==> src/rtl/idfe_pkg.sv <==
// Package for the IMU datagram field extractor: section codes, result kind codes,
// register indexes, queue entry and gain types, and section ordering helpers.
// Has no dependencies; every other file of the block uses it.
`default_nettype none

package idfe_pkg;

  // Sections of a normal-mode datagram, in the order they are sent.
  typedef enum logic [3:0] {
    SEC_IDLE       = 4'd0,
    SEC_GYRO       = 4'd1,
    SEC_ACCEL      = 4'd2,
    SEC_INCL       = 4'd3,
    SEC_GYRO_TEMP  = 4'd4,
    SEC_ACCEL_TEMP = 4'd5,
    SEC_INCL_TEMP  = 4'd6,
    SEC_AUX        = 4'd7,
    SEC_COUNTER    = 4'd8,
    SEC_LATENCY    = 4'd9
  } section_t;

  // Result kind codes as seen on the output channel.
  localparam logic [3:0] KIND_GYRO       = 4'd0;
  localparam logic [3:0] KIND_ACCEL      = 4'd1;
  localparam logic [3:0] KIND_INCL       = 4'd2;
  localparam logic [3:0] KIND_GYRO_TEMP  = 4'd3;
  localparam logic [3:0] KIND_ACCEL_TEMP = 4'd4;
  localparam logic [3:0] KIND_INCL_TEMP  = 4'd5;
  localparam logic [3:0] KIND_AUX        = 4'd6;
  localparam logic [3:0] KIND_COUNTER    = 4'd7;
  localparam logic [3:0] KIND_LATENCY    = 4'd8;

  // Configuration register indexes.
  localparam int CFG_IDX_W = 3;
  localparam logic [CFG_IDX_W-1:0] CFG_INCLUDE_MASK     = 3'd0;
  localparam logic [CFG_IDX_W-1:0] CFG_GYRO_GAIN        = 3'd1;
  localparam logic [CFG_IDX_W-1:0] CFG_ACCEL_GAIN       = 3'd2;
  localparam logic [CFG_IDX_W-1:0] CFG_INCLINE_GAIN     = 3'd3;
  localparam logic [CFG_IDX_W-1:0] CFG_TEMPERATURE_GAIN = 3'd4;
  localparam logic [CFG_IDX_W-1:0] CFG_AUX_GAIN         = 3'd5;

  // Bits of the include mask.
  localparam int MASK_W     = 5;
  localparam int MASK_GYRO  = 0;
  localparam int MASK_ACCEL = 1;
  localparam int MASK_INCL  = 2;
  localparam int MASK_TEMP  = 3;
  localparam int MASK_AUX   = 4;
  localparam logic [MASK_W-1:0] MASK_RESET = 5'h1F;

  localparam int GAIN_W     = 40;
  localparam int GAIN_SPLIT = 20;
  localparam int RAW_W      = 24;
  localparam int SX_W       = RAW_W + 1;
  localparam int PP_W       = SX_W + GAIN_SPLIT + 1;
  localparam int VALUE_W    = 64;

  // The axis slot that holds the status byte after a sensor section.
  localparam logic [1:0] STATUS_SLOT  = 2'd3;
  localparam logic [1:0] STATUS_BYTES = 2'd1;

  localparam int QUEUE_DEPTH = 4;
  localparam int QPTR_W      = $clog2(QUEUE_DEPTH);

  typedef struct packed {
    logic [3:0]       kind;
    logic [1:0]       axis;
    logic [RAW_W-1:0] raw;
    logic [1:0]       nbytes;
    logic [7:0]       status;
    logic             last;
  } entry_t;

  typedef struct packed {
    logic [GAIN_W-1:0] gyro;
    logic [GAIN_W-1:0] accel;
    logic [GAIN_W-1:0] incline;
    logic [GAIN_W-1:0] temperature;
    logic [GAIN_W-1:0] aux;
  } gains_t;

  typedef struct packed {
    logic full;
    logic empty;
  } q_stat_t;

  function automatic logic present(section_t s, logic [MASK_W-1:0] m);
    logic r;
    case (s)
      SEC_GYRO:       r = m[MASK_GYRO];
      SEC_ACCEL:      r = m[MASK_ACCEL];
      SEC_INCL:       r = m[MASK_INCL];
      SEC_GYRO_TEMP:  r = m[MASK_TEMP] & m[MASK_GYRO];
      SEC_ACCEL_TEMP: r = m[MASK_TEMP] & m[MASK_ACCEL];
      SEC_INCL_TEMP:  r = m[MASK_TEMP] & m[MASK_INCL];
      SEC_AUX:        r = m[MASK_AUX];
      default:        r = 1'b1;
    endcase
    return r;
  endfunction

  // First included section after s; counter is always there.
  function automatic section_t following(section_t s, logic [MASK_W-1:0] m);
    section_t n;
    logic     found;
    n     = SEC_COUNTER;
    found = 1'b0;
    for (int i = 1; i < 8; i++) begin
      if (!found && (4'(i) > s) && present(section_t'(4'(i)), m)) begin
        n     = section_t'(4'(i));
        found = 1'b1;
      end
    end
    return n;
  endfunction

endpackage

`default_nettype wire

==> src/rtl/idfe_if.sv <==
// Channel interfaces of the IMU datagram field extractor: byte input, result
// output and configuration write. Depends on idfe_pkg for field widths.
`default_nettype none

interface idfe_in_if;
  logic       valid;
  logic       ready;
  logic [7:0] data_byte;
  logic       frame_start;

  modport source (output valid, output data_byte, output frame_start, input ready);
  modport sink (input valid, input data_byte, input frame_start, output ready);
endinterface

interface idfe_out_if;
  logic                               valid;
  logic                               ready;
  logic [3:0]                         kind;
  logic [1:0]                         axis;
  logic signed [idfe_pkg::VALUE_W-1:0] value;
  logic [7:0]                         status_bits;
  logic                               last;

  modport source (output valid, output kind, output axis, output value,
                  output status_bits, output last, input ready);
  modport sink (input valid, input kind, input axis, input value,
                input status_bits, input last, output ready);
endinterface

interface idfe_cfg_if;
  logic                              valid;
  logic                              ready;
  logic [idfe_pkg::CFG_IDX_W-1:0]    index;
  logic [idfe_pkg::GAIN_W-1:0]       data;

  modport source (output valid, output index, output data, input ready);
  modport sink (input valid, input index, input data, output ready);
endinterface

`default_nettype wire

==> src/rtl/idfe_front.sv <==
// Front part of the extractor: accepts datagram bytes, tracks the section,
// assembles fields and pushes finished values into the queue. Uses idfe_pkg.
`default_nettype none

module idfe_front #(
  parameter int INERTIAL_BYTES = 3,
  parameter int TEMP_BYTES     = 2,
  parameter int AUX_BYTES      = 3,
  parameter int COUNTER_BYTES  = 1,
  parameter int LATENCY_BYTES  = 2
) (
  input  wire logic                       clk,
  input  wire logic                       rst,
  idfe_in_if.sink                         byte_in,
  input  wire logic [idfe_pkg::MASK_W-1:0] include_mask,
  input  wire idfe_pkg::q_stat_t          q_stat,
  output logic                            push,
  output idfe_pkg::entry_t                push_entry
);
  import idfe_pkg::*;

  section_t         section, section_next;
  logic [1:0]       axis_count, axis_count_next;
  logic [1:0]       byte_count, byte_count_next;
  logic [RAW_W-1:0] assembly, assembly_next;
  logic [7:0]       status_acc, status_acc_next;

  logic             accept;
  logic [RAW_W-1:0] asm_in;
  logic [RAW_W-1:0] raw;
  logic [1:0]       width;
  logic [1:0]       bc_inc;

  assign byte_in.ready = !q_stat.full;
  assign accept        = byte_in.valid && byte_in.ready;

  always_comb begin
    if (axis_count == STATUS_SLOT)      width = STATUS_BYTES;
    else if (section <= SEC_INCL)       width = 2'(INERTIAL_BYTES);
    else if (section <= SEC_INCL_TEMP)  width = 2'(TEMP_BYTES);
    else if (section == SEC_AUX)        width = 2'(AUX_BYTES);
    else if (section == SEC_COUNTER)    width = 2'(COUNTER_BYTES);
    else                                width = 2'(LATENCY_BYTES);
  end

  assign asm_in = {assembly[RAW_W-9:0], byte_in.data_byte};
  assign bc_inc = byte_count + 2'd1;

  always_comb begin
    case (width)
      2'd1:    raw = {16'd0, asm_in[7:0]};
      2'd2:    raw = {8'd0, asm_in[15:0]};
      default: raw = asm_in;
    endcase
  end

  always_ff @(posedge clk) begin
    if (rst) begin
      section    <= SEC_IDLE;
      axis_count <= 2'd0;
      byte_count <= 2'd0;
      assembly   <= '0;
      status_acc <= 8'd0;
    end else begin
      section    <= section_next;
      axis_count <= axis_count_next;
      byte_count <= byte_count_next;
      assembly   <= assembly_next;
      status_acc <= status_acc_next;
    end
  end

  always_comb begin
    section_next      = section;
    axis_count_next   = axis_count;
    byte_count_next   = byte_count;
    assembly_next     = assembly;
    status_acc_next   = status_acc;
    push              = 1'b0;
    push_entry.kind   = 4'(section) - 4'd1;
    push_entry.axis   = axis_count;
    push_entry.raw    = raw;
    push_entry.nbytes = width;
    push_entry.status = status_acc;
    push_entry.last   = 1'b0;
    if (accept) begin
      if (byte_in.frame_start) begin
        axis_count_next = 2'd0;
        byte_count_next = 2'd0;
        assembly_next   = '0;
        status_acc_next = 8'd0;
        section_next    = following(SEC_IDLE, include_mask);
      end else if (section != SEC_IDLE) begin
        if (bc_inc != width) begin
          byte_count_next = bc_inc;
          assembly_next   = asm_in;
        end else begin
          byte_count_next = 2'd0;
          assembly_next   = '0;
          if (axis_count == STATUS_SLOT) begin
            status_acc_next = status_acc | raw[7:0];
            axis_count_next = 2'd0;
            section_next    = following(section, include_mask);
          end else begin
            push = 1'b1;
            case (section)
              SEC_COUNTER: begin
                push_entry.axis = 2'd0;
                section_next    = SEC_LATENCY;
              end
              SEC_LATENCY: begin
                push_entry.axis = 2'd0;
                push_entry.last = 1'b1;
                section_next    = SEC_IDLE;
              end
              SEC_AUX: begin
                push_entry.axis = 2'd0;
                axis_count_next = STATUS_SLOT;
              end
              default: begin
                axis_count_next = axis_count + 2'd1;
              end
            endcase
          end
        end
      end
    end
  end

endmodule

`default_nettype wire

==> src/rtl/idfe_queue.sv <==
// Short queue of finished field values between the front and back parts.
// Uses idfe_pkg for the entry type and depth.
`default_nettype none

module idfe_queue (
  input  wire logic             clk,
  input  wire logic             rst,
  input  wire logic             push,
  input  wire idfe_pkg::entry_t push_entry,
  input  wire logic             pop,
  output idfe_pkg::entry_t      head,
  output idfe_pkg::q_stat_t     q_stat
);
  import idfe_pkg::*;

  entry_t            mem [QUEUE_DEPTH];
  logic [QPTR_W-1:0] wr_ptr;
  logic [QPTR_W-1:0] rd_ptr;
  logic [QPTR_W:0]   count;
  logic              do_push;
  logic              do_pop;

  assign q_stat.full  = (count == (QPTR_W + 1)'(QUEUE_DEPTH));
  assign q_stat.empty = (count == '0);
  assign do_push      = push && !q_stat.full;
  assign do_pop       = pop && !q_stat.empty;
  assign head         = mem[rd_ptr];

  always_ff @(posedge clk) begin
    if (do_push) begin
      mem[wr_ptr] <= push_entry;
    end
  end

  always_ff @(posedge clk) begin
    if (rst) begin
      wr_ptr <= '0;
      rd_ptr <= '0;
      count  <= '0;
    end else begin
      if (do_push) wr_ptr <= wr_ptr + 1'b1;
      if (do_pop)  rd_ptr <= rd_ptr + 1'b1;
      case ({do_push, do_pop})
        2'b10:   count <= count + 1'b1;
        2'b01:   count <= count - 1'b1;
        default: count <= count;
      endcase
    end
  end

endmodule

`default_nettype wire

==> src/rtl/idfe_back.sv <==
// Back part of the extractor: sign-extends queued fields, scales all but counter
// and latency by its gain in two partial-product stages, holds the result. Uses idfe_pkg.
`default_nettype none

module idfe_back (
  input  wire logic             clk,
  input  wire logic             rst,
  input  wire idfe_pkg::entry_t head,
  input  wire idfe_pkg::q_stat_t q_stat,
  input  wire idfe_pkg::gains_t gains,
  output logic                  pop,
  idfe_out_if.source            result_out
);
  import idfe_pkg::*;

  logic                    a_v;
  logic signed [PP_W-1:0]  a_lo;
  logic signed [PP_W-1:0]  a_hi;
  logic                    a_scaled;
  logic [RAW_W-1:0]        a_raw;
  logic [3:0]              a_kind;
  logic [1:0]              a_axis;
  logic [7:0]              a_status;
  logic                    a_last;

  logic                    o_v;
  logic signed [VALUE_W-1:0] o_value;
  logic [3:0]              o_kind;
  logic [1:0]              o_axis;
  logic [7:0]              o_status;
  logic                    o_last;

  logic                    adv_o;
  logic                    adv_a;
  logic signed [SX_W-1:0]  sx;
  logic [GAIN_W-1:0]       gain;
  logic signed [GAIN_SPLIT:0] g_lo;
  logic signed [GAIN_SPLIT:0] g_hi;
  logic signed [VALUE_W-1:0] scaled;

  assign adv_o = !o_v || result_out.ready;
  assign adv_a = !a_v || adv_o;
  assign pop   = adv_a && !q_stat.empty;

  always_comb begin
    case (head.nbytes)
      2'd1:    sx = {{(SX_W-8){head.raw[7]}}, head.raw[7:0]};
      2'd2:    sx = {{(SX_W-16){head.raw[15]}}, head.raw[15:0]};
      default: sx = {head.raw[RAW_W-1], head.raw};
    endcase
  end

  always_comb begin
    case (head.kind)
      KIND_GYRO:       gain = gains.gyro;
      KIND_ACCEL:      gain = gains.accel;
      KIND_INCL:       gain = gains.incline;
      KIND_GYRO_TEMP,
      KIND_ACCEL_TEMP,
      KIND_INCL_TEMP:  gain = gains.temperature;
      default:         gain = gains.aux;
    endcase
  end

  assign g_lo = {1'b0, gain[GAIN_SPLIT-1:0]};
  assign g_hi = {1'b0, gain[GAIN_W-1:GAIN_SPLIT]};

  assign scaled = VALUE_W'(a_lo) + (VALUE_W'(a_hi) <<< GAIN_SPLIT);

  always_ff @(posedge clk) begin
    if (rst) begin
      a_v <= 1'b0;
      o_v <= 1'b0;
    end else begin
      if (adv_a) a_v <= !q_stat.empty;
      if (adv_o) o_v <= a_v;
    end
  end

  always_ff @(posedge clk) begin
    if (adv_a) begin
      a_lo     <= sx * g_lo;
      a_hi     <= sx * g_hi;
      a_scaled <= (head.kind <= KIND_AUX);
      a_raw    <= head.raw;
      a_kind   <= head.kind;
      a_axis   <= head.axis;
      a_status <= head.status;
      a_last   <= head.last;
    end
    if (adv_o) begin
      o_value  <= a_scaled ? scaled : {{(VALUE_W-RAW_W){1'b0}}, a_raw};
      o_kind   <= a_kind;
      o_axis   <= a_axis;
      o_status <= a_status;
      o_last   <= a_last;
    end
  end

  assign result_out.valid       = o_v;
  assign result_out.kind        = o_kind;
  assign result_out.axis        = o_axis;
  assign result_out.value       = o_value;
  assign result_out.status_bits = o_status;
  assign result_out.last        = o_last;

endmodule

`default_nettype wire

==> src/rtl/imu_datagram_field_extractor.sv <==
// IMU datagram field extractor, top level. Takes one datagram byte per cycle
// while byte_in.ready is high and returns one item per finished field value.
// Depends on idfe_pkg, idfe_if, idfe_front, idfe_queue and idfe_back.
//
// The block accepts one byte per clock cycle, sustained, as long as results are
// taken at the same pace. A byte marked frame_start is the identifier byte; it
// is skipped and restarts parsing, clearing the status accumulator. Sections
// follow in fixed order (gyro, accel, inclinometer triples, their temperature
// triples, aux, counter, latency), each sensor section gated by include_mask
// and followed by one status byte that is ORed into status_bits. Fields are
// big-endian. The front parser classifies each byte in the cycle it arrives
// and writes finished values into a four-entry queue; the back part
// sign-extends a queued value, multiplies it by its 40-bit gain as two
// partial products of its 20-bit halves in one stage and sums them into
// the output register, which holds the item. A finished value passes through
// the queue, the partial-product register and the output register before it
// is offered at the output, and the queue absorbs output stalls until it
// fills, when byte_in.ready drops. Counter and latency values pass
// unscaled; latency carries last. Configuration writes are always ready and
// take effect in the next cycle; they are meant to be made while no frame is
// being parsed and no result is pending.
`default_nettype none

module imu_datagram_field_extractor #(
  parameter int INERTIAL_BYTES = 3,
  parameter int TEMP_BYTES     = 2,
  parameter int AUX_BYTES      = 3,
  parameter int COUNTER_BYTES  = 1,
  parameter int LATENCY_BYTES  = 2
) (
  input  wire logic   clk,
  input  wire logic   rst,
  idfe_in_if.sink     byte_in,
  idfe_out_if.source  result_out,
  idfe_cfg_if.sink    cfg
);
  import idfe_pkg::*;

  logic [MASK_W-1:0] include_mask;
  gains_t            gains;
  logic              push;
  entry_t            push_entry;
  logic              pop;
  entry_t            head;
  q_stat_t           q_stat;

  // Configuration registers. Writes to an index past the list are dropped.
  assign cfg.ready = 1'b1;

  always_ff @(posedge clk) begin
    if (rst) begin
      include_mask <= MASK_RESET;
      gains        <= '0;
    end else if (cfg.valid && cfg.ready) begin
      case (cfg.index)
        CFG_INCLUDE_MASK:     include_mask      <= cfg.data[MASK_W-1:0];
        CFG_GYRO_GAIN:        gains.gyro        <= cfg.data;
        CFG_ACCEL_GAIN:       gains.accel       <= cfg.data;
        CFG_INCLINE_GAIN:     gains.incline     <= cfg.data;
        CFG_TEMPERATURE_GAIN: gains.temperature <= cfg.data;
        CFG_AUX_GAIN:         gains.aux         <= cfg.data;
        default:              ;
      endcase
    end
  end

  // The parser reads the mask at frame start and when each section with a status byte ends.
  idfe_front #(
    .INERTIAL_BYTES (INERTIAL_BYTES),
    .TEMP_BYTES     (TEMP_BYTES),
    .AUX_BYTES      (AUX_BYTES),
    .COUNTER_BYTES  (COUNTER_BYTES),
    .LATENCY_BYTES  (LATENCY_BYTES)
  ) u_front (
    .clk          (clk),
    .rst          (rst),
    .byte_in      (byte_in),
    .include_mask (include_mask),
    .q_stat       (q_stat),
    .push         (push),
    .push_entry   (push_entry)
  );

  // Finished values wait here so that the parser does not wait on the scaler until the queue is full.
  idfe_queue u_queue (
    .clk        (clk),
    .rst        (rst),
    .push       (push),
    .push_entry (push_entry),
    .pop        (pop),
    .head       (head),
    .q_stat     (q_stat)
  );

  // Gains are read when an entry leaves the queue.
  idfe_back u_back (
    .clk        (clk),
    .rst        (rst),
    .head       (head),
    .q_stat     (q_stat),
    .gains      (gains),
    .pop        (pop),
    .result_out (result_out)
  );

endmodule

`default_nettype wire

==> src/flat_wrapper.sv <==
// flat-port wrapper written by rule: the top's interface ports become plain ports
module imu_datagram_field_extractor_flat import idfe_pkg::*;
#(
  parameter int INERTIAL_BYTES = 3,
  parameter int TEMP_BYTES     = 2,
  parameter int AUX_BYTES      = 3,
  parameter int COUNTER_BYTES  = 1,
  parameter int LATENCY_BYTES  = 2
)
  (clk, rst, byte_in_valid, byte_in_data_byte, byte_in_frame_start, byte_in_ready, result_out_valid, result_out_kind, result_out_axis, result_out_value, result_out_status_bits, result_out_last, result_out_ready, cfg_valid, cfg_index, cfg_data, cfg_ready);
  idfe_in_if byte_in_i ();
  idfe_out_if result_out_i ();
  idfe_cfg_if cfg_i ();
  input  wire logic clk;
  input  wire logic rst;
  input wire logic [$bits(byte_in_i.valid)-1:0] byte_in_valid;
  input wire logic [$bits(byte_in_i.data_byte)-1:0] byte_in_data_byte;
  input wire logic [$bits(byte_in_i.frame_start)-1:0] byte_in_frame_start;
  output wire logic [$bits(byte_in_i.ready)-1:0] byte_in_ready;
  output wire logic [$bits(result_out_i.valid)-1:0] result_out_valid;
  output wire logic [$bits(result_out_i.kind)-1:0] result_out_kind;
  output wire logic [$bits(result_out_i.axis)-1:0] result_out_axis;
  output wire logic [$bits(result_out_i.value)-1:0] result_out_value;
  output wire logic [$bits(result_out_i.status_bits)-1:0] result_out_status_bits;
  output wire logic [$bits(result_out_i.last)-1:0] result_out_last;
  input wire logic [$bits(result_out_i.ready)-1:0] result_out_ready;
  input wire logic [$bits(cfg_i.valid)-1:0] cfg_valid;
  input wire logic [$bits(cfg_i.index)-1:0] cfg_index;
  input wire logic [$bits(cfg_i.data)-1:0] cfg_data;
  output wire logic [$bits(cfg_i.ready)-1:0] cfg_ready;
  assign byte_in_i.valid = byte_in_valid;
  assign byte_in_i.data_byte = byte_in_data_byte;
  assign byte_in_i.frame_start = byte_in_frame_start;
  assign byte_in_ready = byte_in_i.ready;
  assign result_out_valid = result_out_i.valid;
  assign result_out_kind = result_out_i.kind;
  assign result_out_axis = result_out_i.axis;
  assign result_out_value = result_out_i.value;
  assign result_out_status_bits = result_out_i.status_bits;
  assign result_out_last = result_out_i.last;
  assign result_out_i.ready = result_out_ready;
  assign cfg_i.valid = cfg_valid;
  assign cfg_i.index = cfg_index;
  assign cfg_i.data = cfg_data;
  assign cfg_ready = cfg_i.ready;
  imu_datagram_field_extractor #(.INERTIAL_BYTES(INERTIAL_BYTES), .TEMP_BYTES(TEMP_BYTES), .AUX_BYTES(AUX_BYTES), .COUNTER_BYTES(COUNTER_BYTES), .LATENCY_BYTES(LATENCY_BYTES)) u_core (.clk(clk), .rst(rst), .byte_in(byte_in_i), .result_out(result_out_i), .cfg(cfg_i));
endmodule
==> config.mk <==
export PLATFORM = sky130hd
export DESIGN_NAME = imu_datagram_field_extractor_flat
export DESIGN_NICKNAME = d
export VERILOG_FILES = /design/src/rtl/idfe_pkg.sv /design/src/rtl/idfe_if.sv /design/src/rtl/idfe_front.sv /design/src/rtl/idfe_queue.sv /design/src/rtl/idfe_back.sv /design/src/rtl/imu_datagram_field_extractor.sv /design/src/flat_wrapper.sv
export SDC_FILE = /design/constraint.sdc
export NUM_CORES = 2
export LEC_CHECK = 0
export BUFFER_PORTS_ARGS = -buffer_cell sky130_fd_sc_hd__clkbuf_2
export CAP_MARGIN = 40
export CORE_MARGIN = 5
export CORE_UTILIZATION = 40
export CTS_CLUSTER_SIZE = 8
export DETAILED_ROUTE_END_ITERATION = 16
export PLACE_DENSITY = 0.53
export SETUP_SLACK_MARGIN = 0.3
export SYNTH_ARGS = -nofsm -noshare
export SYNTH_HDL_FRONTEND = slang
export SYNTH_SLANG_ARGS = --single-unit
==> constraint.sdc <==
create_clock -name clk -period 12.7 [get_ports clk]
set_clock_uncertainty 0.05 [all_clocks]
set_input_delay 1.27 -clock clk [delete_from_list [all_inputs] [get_ports clk]]
set_output_delay 1.27 -clock clk [all_outputs]
set_load 0.005 [all_outputs]
==> flow_metrics.tcl <==
set metrics [dict create \
    max_freq_ghz 0.09547 \
    cts_buffer_depth 3 \
    cts_buffers 90 \
    start_util 0.4014 \
    finalHoldViolations 0 \
    clk_pin_slew_ns 0.05 \
    cts_hold_buf 0 \
    hold-worst-slack_ns 0.3664 \
    synth_fp_nets 7471 \
    synth_area_leaders "fa_1 33%, edfxtp_1 19%, dfxtp_1 8.3%" \
    synthCells 6139 \
    die_h_um 397.5 \
    cpMostUsedCell "fa_1" \
    grt_pass1_vias 45694 \
    antenna_found_initial 15 \
    die_x_um 397.5 \
    finalSetupTns_ns 0 \
    synth_seq_cells 621 \
    tritoncts "done" \
    startpoint_type "register" \
    maxCapViolCount 0 \
    ant_nets 0 \
    async_reset_ff_frac 0 \
    drive_gt1_frac 0.08207 \
    grt_usage 0.2386 \
    reg2reg_to "u_core.u_back.a_hi[36]" \
    cts_num_sinks 621 \
    clock_latency_ns 0.73 \
    cp_max_fo 24 \
    arrival_ns 10.82 \
    slowest_stage "o21a_1" \
    syn_area_um2 60050 \
    status "finished, final reports clean" \
    vias 43531 \
    synth_cell_types 91 \
    hpwlAfterDp_um 142000 \
    cts-root-buf "clkbuf_16" \
    drc 0 \
    fin_crit_sh 0.8248 \
    crit_path_end_kind "register" \
    min_period_ns 10.47 \
    dieArea_um2 158000 \
    pin_count 139 \
    r2r_cells 30 \
    avgRoutedWirePerCell_um 22.53 \
    synth.most_common_cell "fa_1" \
    slowest_delay_ns 0.71 \
    synth_commonest_cells "983 x fa_1, 978 x inv_1, 958 x nand2_1, 691 x nor2_1, 388 x a21oi_1" \
    rows 142 \
    relSlewSlack 0.3556 \
    hold_class "reg2reg" \
    nFillCells 14440 \
    globalplace.congestion 0.9842 \
    required_ns 13.05 \
    first_pass_iters 8 \
    yosys.area.top_type_share 0.3277 \
    synth_top_area_cell "fa_1" \
    grt_max_degree 79 \
    worst_slew_pin_slew_ns 0.9667 \
    drv_slew 0 \
    cts_setup_buffers 0 \
    seq_area_frac_synth 0.2692 \
    viasPerCell 5.259 \
    synthFlopType "edfxtp_1" \
    setup_viol 0 \
    core-area_um2 149600 \
    hold-path-endpoint "u_core.u_back.result_out.status_bits[0]" \
    holdPathStages 0 \
    area_growth_pct 10.09 \
    synth_edf_count 373 \
    port_buffers 137 \
    cts_htree_levels 3 \
    crit_type "reg2reg" \
    cts-resized-gates 0 \
    routed_wirelength_um 186500 \
    synth-warning-count 0 \
    r2r_setup_slack_ns 2.23 \
    drt-initial-drc-count 3630 \
    syn_area_per_cell_um2 9.782 \
    overflow 0 \
    grt_first_pass_wirelength_um 286300 \
    finalNetCount 7536 \
    hp-start "u_core.u_back.a_status[0]" \
    grt_setup_unrepaired "false" \
]
-- per-layer routing --
metal | up-vias | part of all wire | wire [um] | global-route usage
li1 | 19529 | - | - | -
met1 | 22011 | 0.44 | 81770 | 0.3339
met2 | 1665 | 0.43 | 81100 | 0.3634
met3 | 318 | 0.092 | 17100 | 0.06336
met4 | 8 | 0.035 | 6460 | 0.07470
met5 | - | 0.00029 | 54 | 0
-- worst max path at each step --
stage,start,to,slack [ns],cells past startpoint
after global placement,register,u_core.u_back.a_hi[36],2.41,30
after detailed placement,register,u_core.u_back.a_hi[36],2.31,30
after floorplan,register,u_core.u_back.a_lo[39],3.18,34
after CTS,register,u_core.u_back.a_hi[36],2.24,30
final,register,u_core.u_back.a_hi[36],2.23,30
after global routing,register,u_core.u_back.a_hi[36],1.78,30
-- stage by stage --
stage,instance area (um2),worst slack [ns],cells,util
after floorplan,60050,3.183,6139,-
after global placement,62920,2.414,8101,0.4206
after detailed placement,63420,2.308,8128,0.4239
after CTS,66080,2.236,8267,0.4417
after global routing,66080,1.779,8267,0.4417
final,66110,2.225,8278,0.4419
-- state kept, by name, indices dropped and copies added (netlist names), 5 cells and up, named ones only --
signal                                flops
u_core.u_back.a_raw                      24
u_core.gains                            200
u_core.include_mask                       5
u_core.u_back.result_out.status_bits      8
u_core.u_back.a_status                    8
u_core.u_queue.mem                      164
u_core.u_back.a_lo                       46
u_core.u_front.status_acc                 8
u_core.u_back.a_hi                       44
u_core.u_front.assembly                  16
u_core.u_back.result_out.value           64
-- cells by family (layout without fill, tap and decap cells) --
group	Yosys count	count (layout)	synth area share
DFF	621	621	0.2692
other	1	12	0.00006245
muxes	96	96	0.02365
and+or+nand+nor	1901	1901	0.1288
buffers and inverters	1280	1392	0.08453
AOI/OAI and AO/OA	828	828	0.08518
adders and majority gates	1275	1275	0.3885
xor gates and xnor gates	137	137	0.01998
-- worst max-delay path, delay by kind of cell (launching register included) --
kind,cells,cell delay (ns)
AND/OR/NAND/NOR,9,2.04
AO/OA/AOI/OAI,5,1.79
adder cells (fa/ha/maj),8,3.92
buffers and inverters,6,0.99
multiplexers,1,0.60
flip-flops,1,0.56
XOR/XNOR,1,0.13
-- layout make-up --
type / count / area [um2] / share of cell area
clock buffer: 127 / 2421 / 0.03662
clock inverter: 12 / 241.5 / 0.003653
inverter: 984 / 3696 / 0.05591
multi-input combinational: 4238 / 39050 / 0.5908
sequential: 621 / 16170 / 0.2446
timing repair buffer: 269 / 1974 / 0.02987
tap: 2016 / 2522 / 0.03816
antenna: 11 / 27.53 / 0.0004164
-- cells in the final DEF, fill, tap and decap left out, types with 17 or more instances in the layout --
cell / instances
fa_1: 983
o21bai_1: 17
o21ai_0: 97
a21oi_1: 380
clkbuf_16: 90
a21o_1: 69
a211oi_1: 18
mux4_2: 31
and2_1: 38
o21a_1: 31
nor2_1: 683
xor2_1: 51
o21ai_2: 19
nor2b_1: 41
buf_4: 106
clkbuf_1: 34
xnor2_1: 86
a22oi_1: 28
mux2i_1: 32
nand2b_1: 25
nand2_1: 957
inv_1: 977
a222oi_1: 28
nand3_1: 38
clkbuf_2: 136
ha_1: 292
dfxtp_1: 246
mux2_2: 31
edfxtp_1: 373
nor3_1: 27
Power is not shown: default switching activity piles up to over one toggle a cycle in this logic, so the estimate is an artifact.
